### src/rtl/cia_pkg.sv
// Shared types and constants for the complex integer ALU.
// No dependencies.
package cia_pkg;

    typedef enum logic [2:0] {
        CMD_ADD = 3'd0,
        CMD_SUB = 3'd1,
        CMD_MUL = 3'd2,
        CMD_DIV = 3'd3,
        CMD_NEG = 3'd4,
        CMD_EQ  = 3'd5,
        CMD_GT  = 3'd6
    } cmd_t;

    // Divider word width: magnitudes of numerator and |b|^2 fit 32 bits
    localparam int DIV_W = 32;

endpackage

### src/rtl/cia_div_step.sv
// One restoring-division step: shifts one numerator bit into the remainder.
// Depends on cia_pkg.
module cia_div_step
    import cia_pkg::*;
(
    input  logic [DIV_W-1:0] rem_in,
    input  logic [DIV_W-1:0] qn_in,   // numerator bits left, quotient bits shifted in
    input  logic [DIV_W-1:0] den,
    output logic [DIV_W-1:0] rem_out,
    output logic [DIV_W-1:0] qn_out
);

    logic [DIV_W:0] trial;
    logic [DIV_W:0] diff;
    logic           ge;

    // Trial subtract of the divisor from the shifted remainder
    always_comb
    begin
        trial   = {rem_in, qn_in[DIV_W-1]};
        diff    = trial - {1'b0, den};
        ge      = (trial >= {1'b0, den});
        rem_out = ge ? diff[DIV_W-1:0] : trial[DIV_W-1:0];
        qn_out  = {qn_in[DIV_W-2:0], ge};
    end

endmodule

### config.mk
export PLATFORM = sky130hd
export DESIGN_NAME = cia_div_step
export DESIGN_NICKNAME = d
export VERILOG_FILES = /design/src/rtl/cia_pkg.sv /design/src/rtl/cia_div_step.sv
export SDC_FILE = /design/constraint.sdc
export NUM_CORES = 1
export LEC_CHECK = 0
export ABC_AREA = 1
export BUFFER_PORTS_ARGS = -buffer_cell sky130_fd_sc_hd__buf_2
export CORE_ASPECT_RATIO = 0.8
export CORE_MARGIN = 1.5
export CORE_UTILIZATION = 40
export DETAILED_ROUTE_END_ITERATION = 6
export PLACE_DENSITY = 0.69
export SYNTH_ARGS = -nofsm -noshare
export SYNTH_HDL_FRONTEND = slang
export SYNTH_SLANG_ARGS = --single-unit
### constraint.sdc
create_clock -name vclk -period 3
set_input_delay 0.6 -clock vclk [all_inputs]
set_output_delay 0.6 -clock vclk [all_outputs]
set_load 0.005 [all_outputs]
==> results.sh <==
export IMPL_outcome="completed"
export IMPL_min_path_type="input port to output port"
export IMPL_die_x_um=107
export IMPL_placed_area_mm2=0.00398
export IMPL_yosys_area_top_type="nand2_1"
export IMPL_drt_first_iter_violations=261
export IMPL_grt_first_pass_wirelength_um=16300
export IMPL_whs_path_depth=0
export IMPL_grt_usage_pct=21.5
export IMPL_drc_errors=0
export IMPL_grt_max_degree=18
export IMPL_io_pins=160
export IMPL_antenna_left=0
export IMPL_syn_cell_area_mm2=0.00343
export IMPL_rows=30
export IMPL_finalInstanceArea_mm2=0.00451
export IMPL_dr_pass1_iters=5
export IMPL_power_density_mw_per_mm2=204
export IMPL_startpoint_type="input port"
export IMPL_multiInputGateArea_mm2=0.00302
export IMPL_diodes=0
export IMPL_ys_seq_area_share_pct=0
export IMPL_hold_end="qn_out[10]"
export IMPL_vias=4139
export IMPL_final_nets=907
export IMPL_max_cap_violations=0
export IMPL_num_fill_cells=909
export IMPL_postSynthAreaPerCell_um2=5.02
export IMPL_port_buffers=98
export IMPL_die_area_mm2=0.00915
export IMPL_viasPerCell=4.66
export IMPL_path_max_fanout=17
export IMPL_grt_pass1_vias=3583
export IMPL_ctsHoldBuffers=0
export IMPL_synth_cell_types=30
export IMPL_synth_most_common_cell="nand2_1"
export IMPL_use_met1_pct=33.3
export IMPL_ys_warn_count=0
export IMPL_grt_met3_usage_pct=0.304
export IMPL_hold_viol_final=0
export IMPL_fmax_ghz=0.343
export IMPL_worstPathArrival_ns=2.31
export IMPL_area_delta_synth_final_pct=31.2
export IMPL_cp_startpoint="den[14]"
export IMPL_overflow=0
export IMPL_finalMaxSlewViolations=0
export IMPL_synth_fp_nets=813
export IMPL_rsz0062_at_grt="yes"
export IMPL_maxSlewHeadroom_pct=81.7
export IMPL_die_y_um=85.9
export IMPL_start_util_pct=40.8
export IMPL_grt_busiest_layer="met2"
export IMPL_synth_top_area_share_pct=30.3
export IMPL_syn_inst=684
export IMPL_routedWlPerCell_um=11.9
export IMPL_tightest_slew_ns=0.273
export IMPL_fin_util_pct=53.6
export IMPL_worstPathRequired_ns=2.40
export IMPL_drive_above_1_share_pct=28.1
export IMPL_setup_tns_final_ns=0
export IMPL_cp_end_kind="output port"
export IMPL_setup_viol=0
export IMPL_period_needed_ns=2.91
export IMPL_use_met2_pct=34.0
export IMPL_hpwl_um=8410
export IMPL_nClkBuffers=0
export IMPL_fin_crit_sh_pct=97.1
export IMPL_p_leak_uw=0.00275
export IMPL_peakVddDrop_mv=0.0819
export IMPL_routed_wl_um=10600
export IMPL_gp_congestion=0.936
export IMPL_synth_area_leaders="nand2_1, inv_1, ha_1, nand3_1, buf_4"
export IMPL_synthTopCellsByCount="nand2_1, inv_1, nand3_1"
export IMPL_seq_cell_count=0
export IMPL_min_from="qn_in[9]"
export IMPL_crit_type="input port to output port"
export IMPL_regArea_um2=0
export IMPL_antenna_found_initial=0
export IMPL_core_area_mm2=0.00841
[layout by cell type (no fill, tap or decap), types with 2 or more instances in the layout]
cell,Yosys,routed
inv_1,149,149
buf_2,7,98
inv_2,3,3
a21oi_1,20,20
nor2_4,1,2
o21ai_0,2,2
buf_4,32,29
nand2_2,3,12
nand3_2,16,20
xor2_1,13,13
nand3b_1,10,10
nor2_2,4,11
nand4_1,2,2
nor3_1,6,4
nand3_1,52,48
nand2_1,277,268
buf_6,1,3
ha_4,0,28
nand2_8,1,3
nor3_2,2,3
ha_1,32,4
and2_1,8,8
nor2_1,35,27
[final cells by class]
class	count	area share (%)
multi-input combinational	492	67.0
inverter	152	12.7
timing repair buffer	132	17.2
tap	112	3.11
[how the worst max path moves through the flow]
stage / endpoint / slack [ns]
2_1_floorplan: rem_out[16] / 0.42
3_3_place_gp: rem_out[28] / -0.04
3_5_place_dp: rem_out[28] / -0.09
4_1_cts: rem_out[11] / 0.0002
5_1_grt: rem_out[16] / -0.04
6_report: rem_out[13] / 0.09
[through the flow]
step / cells / setup slack (ns) / power, uW / hold slack (ns)
floorplan: 684 / 0.419 / 555 / 1.28
global placement: 884 / -0.0426 / 799 / 1.20
finish: 888 / 0.0873 / 918 / 1.20
detailed placement: 884 / -0.0878 / 802 / 1.20
CTS: 888 / 0.000151 / 830 / 1.20
global route: 888 / -0.0362 / 1030 / 1.20
[logic make-up (layout without fill, tap and decap cells)]
| kind of cell | Yosys count | count (layout) | synth area share (%) |
|---|---|---|---|
| and+or+nand+nor | 419 | 421 | 54.5 |
| buffers and inverters | 194 | 284 | 26.0 |
| adders and majority gates | 33 | 33 | 12.2 |
| AOI/OAI and AO/OA | 24 | 24 | 3.68 |
| xor gates and xnor gates | 14 | 14 | 3.57 |
[what timing repair did]
| item | in CTS | in global routing |
|---|---|---|
| pin swaps | 3 | 6 |
| setup buffers | 2 | 0 |
| endpoints found under the setup margin | 24 | 32 |
| cloned | 2 | 0 |
| resized for setup | 11 | 55 |
[power breakdown]
part           internal [uW]  switching, uW
combinational            403            515
clock                      0              0
sequential                 0              0
[critical path: stages]
cell,delay (ns)
buf_2,0.08
inv_1,0.06
ha_4,0.29
nand2_1,0.10
nor2_4,0.16
nand2_1,0.08
nor2_2,0.17
nand2_1,0.09
nand3_2,0.08
nor2_4,0.05
buf_6,0.14
buf_12,0.15
nand3_1,0.09
nand2_1,0.05
buf_2,0.12
[per-layer routing]
metal,wire (um),up-vias
li1,-,2210
met1,5320,1758
met2,4410,157
met3,754,14
met4,90,0
met5,0,-
Power figures use the tool's default switching activity.
